## config.mk

```make
export PLATFORM = sky130hd
export DESIGN_NAME = eight_bit_alu_with_flags
export DESIGN_NICKNAME = d
export VERILOG_FILES = /design/src/sv/ebalu_pkg.sv /design/src/sv/ebalu_daa.sv /design/src/sv/eight_bit_alu_with_flags.sv
export VERILOG_INCLUDE_DIRS = /design/src /design/src/sv
export SDC_FILE = /design/constraint.sdc
export NUM_CORES = 1
export LEC_CHECK = 0
export BUFFER_PORTS_ARGS = -buffer_cell sky130_fd_sc_hd__buf_4
export CAP_MARGIN = 40
export CELL_PAD_IN_SITES_DETAIL_PLACEMENT = 1
export CELL_PAD_IN_SITES_GLOBAL_PLACEMENT = 1
export CORE_MARGIN = 2
export CORE_UTILIZATION = 47
export CTS_CLUSTER_SIZE = 10
export DETAILED_ROUTE_END_ITERATION = 12
export PLACE_DENSITY = 0.85
export SETUP_SLACK_MARGIN = 0.3
export SYNTH_ARGS = -nofsm -noshare
export SYNTH_HDL_FRONTEND = slang
export SYNTH_SLANG_ARGS = --single-unit
```

## constraint.sdc

```tcl
create_clock -name clock -period 7.05 [get_ports clock]
set_clock_uncertainty 0.05 [all_clocks]
set_input_delay 0.705 -clock clock [delete_from_list [all_inputs] [get_ports clock]]
set_output_delay 0.705 -clock clock [all_outputs]
set_load 0.02 [all_outputs]
```

## src/sv/assert_macros.svh

```systemverilog
// Assertion macros used by the ALU RTL.
`ifndef ASSERT_MACROS_SVH
`define ASSERT_MACROS_SVH

// Check a consequence in the same cycle as its cause.
`define ASSERT_NOW(lbl, clk, rst, ante, cons) \
   lbl: assert property (@(posedge clk) disable iff (rst) (ante) |-> (cons)) \
      else $error("same-cycle check failed");

// Check a consequence in the cycle after its cause.
`define ASSERT_NEXT(lbl, clk, rst, ante, cons) \
   lbl: assert property (@(posedge clk) disable iff (rst) (ante) |=> (cons)) \
      else $error("next-cycle check failed");

`endif

```

## src/sv/ebalu_pkg.sv

```systemverilog
// Shared types and constants of the eight-bit ALU.
`default_nettype none

package ebalu_pkg;

   // Operation codes carried in the opcode field
   typedef enum logic [4:0] {
      OP_INC8  = 5'd0,
      OP_DEC8  = 5'd1,
      OP_ADD   = 5'd2,
      OP_ADC   = 5'd3,
      OP_SUB   = 5'd4,
      OP_SBC   = 5'd5,
      OP_AND   = 5'd6,
      OP_OR    = 5'd7,
      OP_XOR   = 5'd8,
      OP_CP    = 5'd9,
      OP_INC16 = 5'd10,
      OP_DEC16 = 5'd11,
      OP_ADD16 = 5'd12,
      OP_ADDSP = 5'd13,
      OP_DAA   = 5'd14,
      OP_SCF   = 5'd15,
      OP_CPL   = 5'd16,
      OP_CCF   = 5'd17
   } op_type;

   // Flag bit positions
   localparam int FLAG_Z = 3;
   localparam int FLAG_N = 2;
   localparam int FLAG_H = 1;
   localparam int FLAG_C = 0;

   // Decimal adjust constants
   localparam logic [7:0] DAA_LOW_FIX  = 8'h06;
   localparam logic [7:0] DAA_HIGH_FIX = 8'h60;
   localparam logic [7:0] DAA_MAX_BCD  = 8'h99;
   localparam logic [3:0] DAA_MAX_DIGIT = 4'h9;

   // Input stage payload
   typedef struct packed {
      logic [4:0]  op;
      logic [7:0]  acc;
      logic [3:0]  flags;
      logic [7:0]  op8;
      logic [15:0] wa;
      logic [15:0] wb;
   } s1_type;

   // Arithmetic stage payload
   typedef struct packed {
      logic [4:0]  op;
      logic [7:0]  acc;
      logic [3:0]  flags;
      logic [7:0]  alu8;
      logic        half;
      logic        carry;
      logic [7:0]  byte_res;
      logic [15:0] word_res;
   } s2_type;

   // Output stage payload
   typedef struct packed {
      logic [7:0]  acc;
      logic [3:0]  flags;
      logic [7:0]  byte_res;
      logic [15:0] word_res;
   } s3_type;

endpackage

`default_nettype wire

```

## src/sv/ebalu_daa.sv

```systemverilog
// Decimal adjust of the accumulator after a BCD add or subtract.
`default_nettype none

module ebalu_daa (
   input  logic [7:0] acc_in,
   input  logic [3:0] flags_in,
   output logic [7:0] acc_out,
   output logic [3:0] flags_out
);
   import ebalu_pkg::*;

   logic       fix_low;
   logic       fix_high;
   logic [7:0] corr;
   logic       carry_out;

   // Pick the correction from the unadjusted value and the flags
   always_comb begin
      if (!flags_in[FLAG_N]) begin
         fix_low  = flags_in[FLAG_H] || (acc_in[3:0] > DAA_MAX_DIGIT);
         fix_high = flags_in[FLAG_C] || (acc_in > DAA_MAX_BCD);
      end else begin
         fix_low  = flags_in[FLAG_H];
         fix_high = flags_in[FLAG_C];
      end
      corr = (fix_low ? DAA_LOW_FIX : 8'h00) | (fix_high ? DAA_HIGH_FIX : 8'h00);
      carry_out = flags_in[FLAG_C] || (!flags_in[FLAG_N] && fix_high);
      acc_out = flags_in[FLAG_N] ? (acc_in - corr) : (acc_in + corr);
   end

   // Z from the result, N kept, H cleared, C from the adjust
   always_comb begin
      flags_out         = 4'h0;
      flags_out[FLAG_Z] = (acc_out == 8'h00);
      flags_out[FLAG_N] = flags_in[FLAG_N];
      flags_out[FLAG_H] = 1'b0;
      flags_out[FLAG_C] = carry_out;
   end

endmodule

`default_nettype wire

```

## src/sv/eight_bit_alu_with_flags.sv

```systemverilog
// Path: an input transfer is registered in operand capture, then in the adder stage,
// then in the flag and decimal-adjust stage, whose register drives the response.
// Throughput: one operation per cycle; the three stage registers (operand
// capture, adders, flag and decimal-adjust logic) each take a new item every
// cycle and hold it while the stage after them is full and stalled.
// Reset: synchronous, active high; clears the stage valid bits only.
`default_nettype none

module eight_bit_alu_with_flags (
   input  logic        clock,
   input  logic        reset,
   input  logic        req_tvalid,
   output logic        req_tready,
   // opcode[4:0], acc_in[12:5], flags_in[16:13], operand8[24:17],
   // word_a[40:25], word_b[56:41], zero fill[63:57]
   input  logic [63:0] req_tdata,
   output logic        rsp_tvalid,
   input  logic        rsp_tready,
   // acc_out[7:0], flags_out[11:8], byte_out[19:12], word_out[35:20],
   // zero fill[39:36]
   output logic [39:0] rsp_tdata
);
   import ebalu_pkg::*;
   `include "assert_macros.svh"

   logic   v1_ff, v2_ff, v3_ff;
   logic   rdy1, rdy2, rdy3;
   s1_type s1_ff, s1_in;
   s2_type s2_ff, s2_in;
   s3_type s3_ff, s3_in;

   // A stage moves on when it is empty or the next one moves on
   assign rdy3       = !v3_ff || rsp_tready;
   assign rdy2       = !v2_ff || rdy3;
   assign rdy1       = !v1_ff || rdy2;
   assign req_tready = rdy1;
   assign rsp_tvalid = v3_ff;
   assign rsp_tdata  = {4'h0, s3_ff.word_res, s3_ff.byte_res, s3_ff.flags, s3_ff.acc};

   // Unpack the input transfer
   always_comb begin
      s1_in.op    = req_tdata[4:0];
      s1_in.acc   = req_tdata[12:5];
      s1_in.flags = req_tdata[16:13];
      s1_in.op8   = req_tdata[24:17];
      s1_in.wa    = req_tdata[40:25];
      s1_in.wb    = req_tdata[56:41];
   end

   // Stage one: all adders side by side, then pick by operation
   logic       cin;
   logic [8:0] add9, sub9;
   logic [4:0] addh, subh, sph;
   logic [16:0] w17;
   logic [12:0] w13;
   logic [15:0] sp_sum;
   logic [8:0] spc;

   always_comb begin
      cin  = ((s1_ff.op == OP_ADC) || (s1_ff.op == OP_SBC)) && s1_ff.flags[FLAG_C];
      add9 = {1'b0, s1_ff.acc} + {1'b0, s1_ff.op8} + {8'h00, cin};
      addh = {1'b0, s1_ff.acc[3:0]} + {1'b0, s1_ff.op8[3:0]} + {4'h0, cin};
      sub9 = {1'b0, s1_ff.acc} - {1'b0, s1_ff.op8} - {8'h00, cin};
      subh = {1'b0, s1_ff.acc[3:0]} - {1'b0, s1_ff.op8[3:0]} - {4'h0, cin};
      w17  = {1'b0, s1_ff.wa} + {1'b0, s1_ff.wb};
      w13  = {1'b0, s1_ff.wa[11:0]} + {1'b0, s1_ff.wb[11:0]};
      sp_sum = s1_ff.wa + {{8{s1_ff.op8[7]}}, s1_ff.op8};
      sph  = {1'b0, s1_ff.wa[3:0]} + {1'b0, s1_ff.op8[3:0]};
      spc  = {1'b0, s1_ff.wa[7:0]} + {1'b0, s1_ff.op8};

      s2_in.op       = s1_ff.op;
      s2_in.acc      = s1_ff.acc;
      s2_in.flags    = s1_ff.flags;
      s2_in.alu8     = s1_ff.acc;
      s2_in.half     = 1'b0;
      s2_in.carry    = 1'b0;
      s2_in.byte_res = 8'h00;
      s2_in.word_res = 16'h0000;
      unique case (s1_ff.op)
         OP_INC8: begin
            s2_in.byte_res = s1_ff.op8 + 8'h01;
            s2_in.half     = (s1_ff.op8[3:0] == 4'hF);
         end
         OP_DEC8: begin
            s2_in.byte_res = s1_ff.op8 - 8'h01;
            s2_in.half     = (s1_ff.op8[3:0] == 4'h0);
         end
         OP_ADD, OP_ADC: begin
            s2_in.alu8  = add9[7:0];
            s2_in.half  = addh[4];
            s2_in.carry = add9[8];
         end
         OP_SUB, OP_SBC, OP_CP: begin
            s2_in.alu8  = sub9[7:0];
            s2_in.half  = subh[4];
            s2_in.carry = sub9[8];
         end
         OP_AND: s2_in.alu8 = s1_ff.acc & s1_ff.op8;
         OP_OR:  s2_in.alu8 = s1_ff.acc | s1_ff.op8;
         OP_XOR: s2_in.alu8 = s1_ff.acc ^ s1_ff.op8;
         OP_INC16: s2_in.word_res = s1_ff.wa + 16'h0001;
         OP_DEC16: s2_in.word_res = s1_ff.wa - 16'h0001;
         OP_ADD16: begin
            s2_in.word_res = w17[15:0];
            s2_in.half     = w13[12];
            s2_in.carry    = w17[16];
         end
         OP_ADDSP: begin
            s2_in.word_res = sp_sum;
            s2_in.half     = sph[4];
            s2_in.carry    = spc[8];
         end
         OP_CPL: s2_in.alu8 = ~s1_ff.acc;
         default: ;
      endcase
   end

   // Stage two: decimal adjust, zero detect and flag assembly
   logic [7:0] daa_acc;
   logic [3:0] daa_flags;
   logic [3:0] f2;

   ebalu_daa u_daa (
      .acc_in    (s2_ff.acc),
      .flags_in  (s2_ff.flags),
      .acc_out   (daa_acc),
      .flags_out (daa_flags)
   );

   always_comb begin
      f2             = s2_ff.flags;
      s3_in.acc      = s2_ff.acc;
      s3_in.byte_res = s2_ff.byte_res;
      s3_in.word_res = s2_ff.word_res;
      unique case (s2_ff.op)
         OP_INC8, OP_DEC8: begin
            f2[FLAG_Z] = (s2_ff.byte_res == 8'h00);
            f2[FLAG_N] = (s2_ff.op == OP_DEC8);
            f2[FLAG_H] = s2_ff.half;
         end
         OP_ADD, OP_ADC, OP_SUB, OP_SBC, OP_CP: begin
            f2[FLAG_Z] = (s2_ff.alu8 == 8'h00);
            f2[FLAG_N] = (s2_ff.op != OP_ADD) && (s2_ff.op != OP_ADC);
            f2[FLAG_H] = s2_ff.half;
            f2[FLAG_C] = s2_ff.carry;
            if (s2_ff.op != OP_CP) begin
               s3_in.acc = s2_ff.alu8;
            end
         end
         OP_AND, OP_OR, OP_XOR: begin
            s3_in.acc  = s2_ff.alu8;
            f2         = 4'h0;
            f2[FLAG_Z] = (s2_ff.alu8 == 8'h00);
            f2[FLAG_H] = (s2_ff.op == OP_AND);
         end
         OP_ADD16: begin
            f2[FLAG_N] = 1'b0;
            f2[FLAG_H] = s2_ff.half;
            f2[FLAG_C] = s2_ff.carry;
         end
         OP_ADDSP: begin
            f2         = 4'h0;
            f2[FLAG_H] = s2_ff.half;
            f2[FLAG_C] = s2_ff.carry;
         end
         OP_DAA: begin
            s3_in.acc = daa_acc;
            f2        = daa_flags;
         end
         OP_SCF, OP_CCF: begin
            f2[FLAG_N] = 1'b0;
            f2[FLAG_H] = 1'b0;
            f2[FLAG_C] = (s2_ff.op == OP_SCF) || !s2_ff.flags[FLAG_C];
         end
         OP_CPL: begin
            s3_in.acc  = s2_ff.alu8;
            f2[FLAG_N] = 1'b1;
            f2[FLAG_H] = 1'b1;
         end
         default: ;
      endcase
      s3_in.flags = f2;
   end

   // Advance the valid bits
   always_ff @(posedge clock) begin
      if (reset) begin
         v1_ff <= 1'b0;
         v2_ff <= 1'b0;
         v3_ff <= 1'b0;
      end else begin
         if (rdy1) v1_ff <= req_tvalid;
         if (rdy2) v2_ff <= v1_ff;
         if (rdy3) v3_ff <= v2_ff;
      end
   end

   // Advance the payloads; a stalled stage holds
   always_ff @(posedge clock) begin
      if (rdy1 && req_tvalid) s1_ff <= s1_in;
      if (rdy2 && v1_ff)      s2_ff <= s2_in;
      if (rdy3 && v2_ff)      s3_ff <= s3_in;
   end

   // An input transfer lands in stage one
   `ASSERT_NEXT(a_accept_fills_s1, clock, reset, req_tvalid && req_tready, v1_ff)
   // A full stage behind a stalled output keeps its item
   `ASSERT_NEXT(a_stall_keeps_s2, clock, reset, v2_ff && v3_ff && !rsp_tready, v2_ff)
   // Back pressure reaches the input only with every stage full
   `ASSERT_NOW(a_full_when_blocked, clock, reset, !req_tready, v1_ff && v2_ff && v3_ff)

endmodule

`default_nettype wire

```

==> results of run 1 <==
[state kept, by name (all words and copies together), names as in the netlist]
name,flops
s1_ff,57
rsp_tdata,36
s2_ff,51
rsp_tvalid,1
v2_ff,1
v1_ff,1
[critical path: cells and delay by family (launching register included)]
kind / cells / cell delay [ps]
AND/OR/NAND/NOR: 6 / 1110
AO/OA/AOI/OAI: 4 / 970
adder cells (fa/ha/maj): 2 / 650
flip-flops: 1 / 550
XOR/XNOR: 1 / 230
[logic make-up (layout without fill, tap and decap cells)]
kind of cell | count (synthesis) | in the layout | share of synthesized area, %
AOI/OAI and AO/OA | 220 | 220 | 17.3
and+or+nand+nor | 193 | 193 | 11.1
DFF | 147 | 147 | 49.8
adders and majority gates | 88 | 88 | 13.1
buffers and inverters | 64 | 176 | 3.16
xor gates and xnor gates | 51 | 51 | 5.08
muxes | 3 | 3 | 0.355
other | 1 | 4 | 0.0426
[routing by layer]
layer | wire (µm) | track usage [%] | vias up
li1 | - | - | 3088
met5 | 0 | 0 | -
met2 | 11500 | 41.5 | 204
met3 | 1070 | 4.42 | 52
met4 | 877 | 11.6 | 0
met1 | 9700 | 29.7 | 3250
[layout by cell type, fill, tap and decap left out, drive strengths merged, types with 25 or more instances in the layout]
cell    instances
a21o           28
a21oi          49
xnor2          26
edfxtp        144
xor2           25
buf           102
nor2           71
nand2          45
inv            44
ha             81
o21ai          37
[per-stage QoR]
step | worst slack [ps] | instance area (µm²) | total power, mW
floorplan | 1930 | 8810 | 1.42
global placement | 3410 | 9770 | 1.54
detailed placement | 3330 | 9800 | 1.56
CTS | 3230 | 10400 | 2.49
global route | 2940 | 10400 | 2.58
finish | 3190 | 10400 | 2.47
[power by group through the flow]
stage	clock, mW	combinational, mW	sequential, mW
after CTS	0.930	0.471	1.08
final	0.915	0.474	1.08
after global routing	0.966	0.523	1.09
after global placement	0	0.439	1.10
after detailed placement	0	0.461	1.10
after floorplan	0	0.342	1.08
[cell type report]
| type | instances | area [µm²] | area share [%] |
|---|---|---|---|
| clock buffers | 18 | 429 | 4.13 |
| well taps | 234 | 293 | 2.82 |
| flip-flops and latches | 147 | 4380 | 42.2 |
| multi-input cells | 559 | 4180 | 40.3 |
| clock inverters | 14 | 159 | 1.53 |
| inverters | 42 | 158 | 1.52 |
| repair buffers | 102 | 786 | 7.56 |
[worst min-delay path by stage]
stage	startpoint	end	slack [ps]	cells after the start
2_1_floorplan	s2_ff[0]	rsp_tdata[20]	350	0
3_3_place_gp	s2_ff[4]	rsp_tdata[24]	350	0
3_5_place_dp	s2_ff[15]	rsp_tdata[35]	360	0
4_1_cts	s2_ff[15]	rsp_tdata[35]	370	0
5_1_grt	s2_ff[4]	rsp_tdata[24]	380	0
6_report	s2_ff[15]	rsp_tdata[35]	370	0
==> out/metrics.yaml, run 1 <==
yosys:
  synthTopCellsByArea: "edfxtp_1 (49%), ha_1 (12%), nor2_1 (2.9%)"
  synth_common_cells: "edfxtp_1 (144), ha_1 (81), nor2_1 (67)"
  yosysSeqAreaShare_pct: 49.8
  synth_top_area_share_pct: 49.1
  synthArstFlopShare_pct: 0
  ys_warn_count: 0
  synth_top_cell_by_area: "edfxtp_1"
  ys_ff_latch: 147
  yosysMostFrequentCell: "edfxtp_1"
  synth_edf_count: 144
  syn-cell-area_mm2: 0.00880
  synth_area_per_cell_um2: 11.5
  netlist_instances: 767
  synthFlopType: "edfxtp_1"
  synthDistinctLibCells: 78
cells_and_area:
  drive_gt1_share_pct: 18.6
  syn2layout_area_growth_pct: 18.1
  fin_util_pct: 56.1
  antenna_cells: 0
  fillCellCount: 1977
  final_net_count: 1025
  final_cells: 1116
global_route:
  antenna_found_initial: 0
  grt_start_max_net_pins: 58
  gr-total-overflow: 0
  grt_pass1_wl_um: 36900
  track_usage_pct: 24.2
  grt_pass1_vias: 6997
setup_path:
  cp.arrival_ps: 3940
  cp_cell_sequence: "nor2_2, nand2_1, nor2_2, nand2_1, ha_1, fa_1, a211oi_1, nor2_1, o31ai_2, nor2_1, a21oi_1, xor2_1, o22ai_1"
  slowest_delay_ps: 550
  regToRegSetupSlack_ps: 3190
  cp_max_fo: 10
  r2r_cells: 13
  end_kind: "flop"
  path_class: "reg2reg"
  worst_setup_path_start_kind: "flop"
  critPathSlowestCell: "edfxtp_1"
  rr_startpoint: "s1_ff[56]"
  setup.worst_path.end: "s2_ff[14]"
  timing.rr.end: "s2_ff[14]"
  cp.required_ps: 7130
  crit_path_start: "s1_ff[56]"
floorplan:
  die-area_mm2: 0.0198
  io_pins: 110
  core-area_mm2: 0.0185
  die_y_um: 141
  die_w_um: 141
  initial_core_util_pct: 47.5
  num_rows: 50
placement:
  gp_congestion: 0.883
  port_buffers: 98
  dp_hpwl_um: 16800
  dp.cells: 1084
cts:
  postCtsSetupRepairBufs: 0
  htreeDepth: 4
  max-clock-path-buffers: 2
  root_buffer: "clkbuf_16"
  clock-sinks: 147
  ctsResizeCount: 0
  cts_tree: "yes"
  hold_buffers: 0
  clk_pin_slew_ps: 60
  numCtsBuffers: 17
  clk_latency_ps: 420
drt:
  remaining_drc_errors: 0
  wl_per_cell_um: 20.7
  first_iter_violations: 279
  drt_pre_antenna_iters: 5
  postRouteAntennaNets: 0
  drt-total-wl_um: 23200
  via_count: 6594
  viasPerCell: 5.91
timing:
  final.period_utilization_pct: 54.8
  worstMarginPinSlew_ps: 856
  period_needed_ps: 3860
  rsz0062_at_grt: "false"
  slew_violations: 0
  slew_headroom_pct: 42.8
  fin_tns_setup_ps: 0
  setup_viol: 0
  max_freq_ghz: 0.259
  finalHoldViolations: 0
  holdWs_ps: 368
pwr:
  p_clk_share_pct: 37.0
  power_density_mw_per_mm2: 238
  switchingPower_mw: 0.690
  p_seq_share_pct: 43.9
  cellLeakagePower_nw: 4.15
  combPwrFrac_pct: 19.1
  swShare_pct: 27.9
  vdd_drop_max_uv: 186
  intPower_mw: 1.78
job:
  drv_cap: 0
min_path:
  hold_path_class: "reg2reg"
outcome:
  outcome: "finished clean"
Note: power is estimated with default switching activity, not from simulation.
==> inputs of run 2 (changes only) <==
Settings changed: CORE_UTILIZATION 47 to 43, PLACE_DENSITY 0.85 to 0.82.
Clock period 7.05 ns to 3.2 ns, I/O delays scaled along.
==> run 2 against run 1 <==
Effect of this change:
- die area increased by 9.0%
- combinational power increased to 3.0 times the previous value
- largest cell class is now multi-input combinational cells
- flip-flop and latch count unchanged
- largest power group unchanged
- global-route usage increased by 0.26 points
- critical path depth decreased by 4
- sequential power increased by 120%
- utilization increased by 2.1 points
- count of clock-buffer cells in the layout decreased by 1
- the run now ends with hold timing, setup timing left
- fmax increased by 15%
==> out/metrics.yaml, run 2 (same netlist as run 1, synthesis figures left out) <==
outcome:
  outcome: "finished, violations left"
  violations: "hold timing, setup timing"
pwr:
  switchingPower_mw: 1.84
  swShare_pct: 31.2
  p_clk_share_pct: 35.8
  intPower_mw: 4.06
  p_seq_share_pct: 40.3
  vdd_drop_max_uv: 407
  combPwrFrac_pct: 23.9
  cellLeakagePower_nw: 4.69
  power_density_mw_per_mm2: 502
global_route:
  antenna_found_initial: 0
  grt_pass1_vias: 7681
  track_usage_pct: 24.5
  gr-total-overflow: 0
  grt_start_max_net_pins: 37
  grt_pass1_wl_um: 41100
setup_path:
  cp.required_ps: 3290
  regToRegSetupSlack_ps: -150
  setup.worst_path.end: "s2_ff[25]"
  crit_path_start: "s1_ff[55]"
  r2r_cells: 9
  path_class: "reg2reg"
  end_kind: "flop"
  cp.arrival_ps: 3440
  worst_setup_path_start_kind: "flop"
  cp_max_fo: 3
  timing.rr.end: "s2_ff[25]"
  rr_startpoint: "s1_ff[55]"
floorplan:
  initial_core_util_pct: 43.6
  die_w_um: 147
  io_pins: 110
  num_rows: 52
  die_y_um: 147
  die-area_mm2: 0.0216
  core-area_mm2: 0.0202
cells_and_area:
  largest_register_ffs: 57
  multi_input_area_mm2: 0.00467
  fillCellCount: 2111
  regMostFlops: "s1_ff"
  drive_gt1_share_pct: 32.8
  most-common-layout-cells: "buf_4 (177), edfxtp_1 (144), ha_1 (65)"
  regArea_mm2: 0.00438
  syn2layout_area_growth_pct: 33.5
  antenna_cells: 0
  final_net_count: 1125
  mostFrequentLayoutCell: "buf_4"
timing:
  worstMarginPinSlew_ps: 926
  rsz0062_at_grt: "true"
  max_freq_ghz: 0.299
  slew_headroom_pct: 38.1
  slew_violations: 0
  setup_ws_ps: -149
  finalHoldViolations: 1
  fin_tns_setup_ps: -306
  holdWs_ps: -0.796
  period_needed_ps: 3350
  final.period_utilization_pct: 105
  setup_viol: 4
drt:
  wl_per_cell_um: 23.7
  remaining_drc_errors: 0
  first_iter_violations: 576
  drt-total-wl_um: 29700
  drt_pre_antenna_iters: 5
  viasPerCell: 5.96
  via_count: 7460
  postRouteAntennaNets: 0
cts:
  max-clock-path-buffers: 2
  clk_pin_slew_ps: 70
  numCtsBuffers: 17
  clk_latency_ps: 450
  clock-sinks: 147
  root_buffer: "clkbuf_16"
  htreeDepth: 4
  cts_tree: "yes"
placement:
  dp_hpwl_um: 17500
  gp_congestion: 0.870
  port_buffers: 98
  post-place-ws_ps: 74.0
job:
  drv_cap: 0
min_path:
  hold_path_class: "in2reg"
run 2: repair_timing:
item | 4_1_cts | 5_1_grt
hold endpoints to repair | 10 | 6
hold buffers | 9 | 6
resized for setup | 42 | 59
setup buffers | 19 | 35
pin swaps | 37 | 50
setup endpoints to repair | 20 | 22
run 2: area by class of cell:
type	instances	share of cell area, %
multi-input cells	559	39.7
clock buffers	17	3.62
clock inverters	15	1.45
flip-flops and latches	147	37.3
inverters	42	1.34
repair buffers	202	13.7
well taps	270	2.88
run 2: per-stage QoR:
stage	area, µm²	util, %	std cells	power (mW)
6_report	11700	58.3	1252	5.90
5_1_grt	11700	58.3	1252	6.09
4_1_cts	11100	55.3	1211	5.66
3_3_place_gp	10100	50.1	1150	3.44
2_1_floorplan	8860	-	770	3.14
3_5_place_dp	10100	50.1	1151	3.50
run 2: critical path, stage by stage (launching register included):
cell,delay (ps)
edfxtp_1,460
nor4bb_1,320
nand2_1,150
fa_2,410
fa_2,410
o21a_1,220
nor2_4,140
xnor2_1,100
a222oi_1,540
o211ai_1,240
run 2: per-layer routing:
layer,wire length [µm],share of wire (%),vias up,GRT usage (%)
met3,1510,5.1,104,3.39
met1,11900,40,3745,30.3
met2,14900,50,313,42.9
met4,1350,4.5,0,10.6
met5,0,0,-,0
li1,-,-,3298,-
run 2: power by group through the flow:
| stage | Sequential, mW | Combinational (mW) | Clock (mW) |
|---|---|---|---|
| finish | 2.38 | 1.41 | 2.11 |
| global route | 2.39 | 1.50 | 2.20 |
| CTS | 2.37 | 1.20 | 2.10 |
| detailed placement | 2.40 | 1.10 | 0 |
| global placement | 2.40 | 1.05 | 0 |
| floorplan | 2.37 | 0.765 | 0 |
run 2: worst min path at each step:
stage / start / end / slack [ps] / depth (start not counted)
6_report: req_tdata[54] / s1_ff[13] / -0.8 / 1
5_1_grt: req_tdata[54] / s1_ff[13] / -10 / 1
4_1_cts: req_tdata[38] / s1_ff[29] / 0.2 / 1
3_5_place_dp: s1_ff[43] / s2_ff[37] / 360 / 0
3_3_place_gp: s1_ff[43] / s2_ff[37] / 350 / 0
2_1_floorplan: reset / v1_ff / 340 / 1
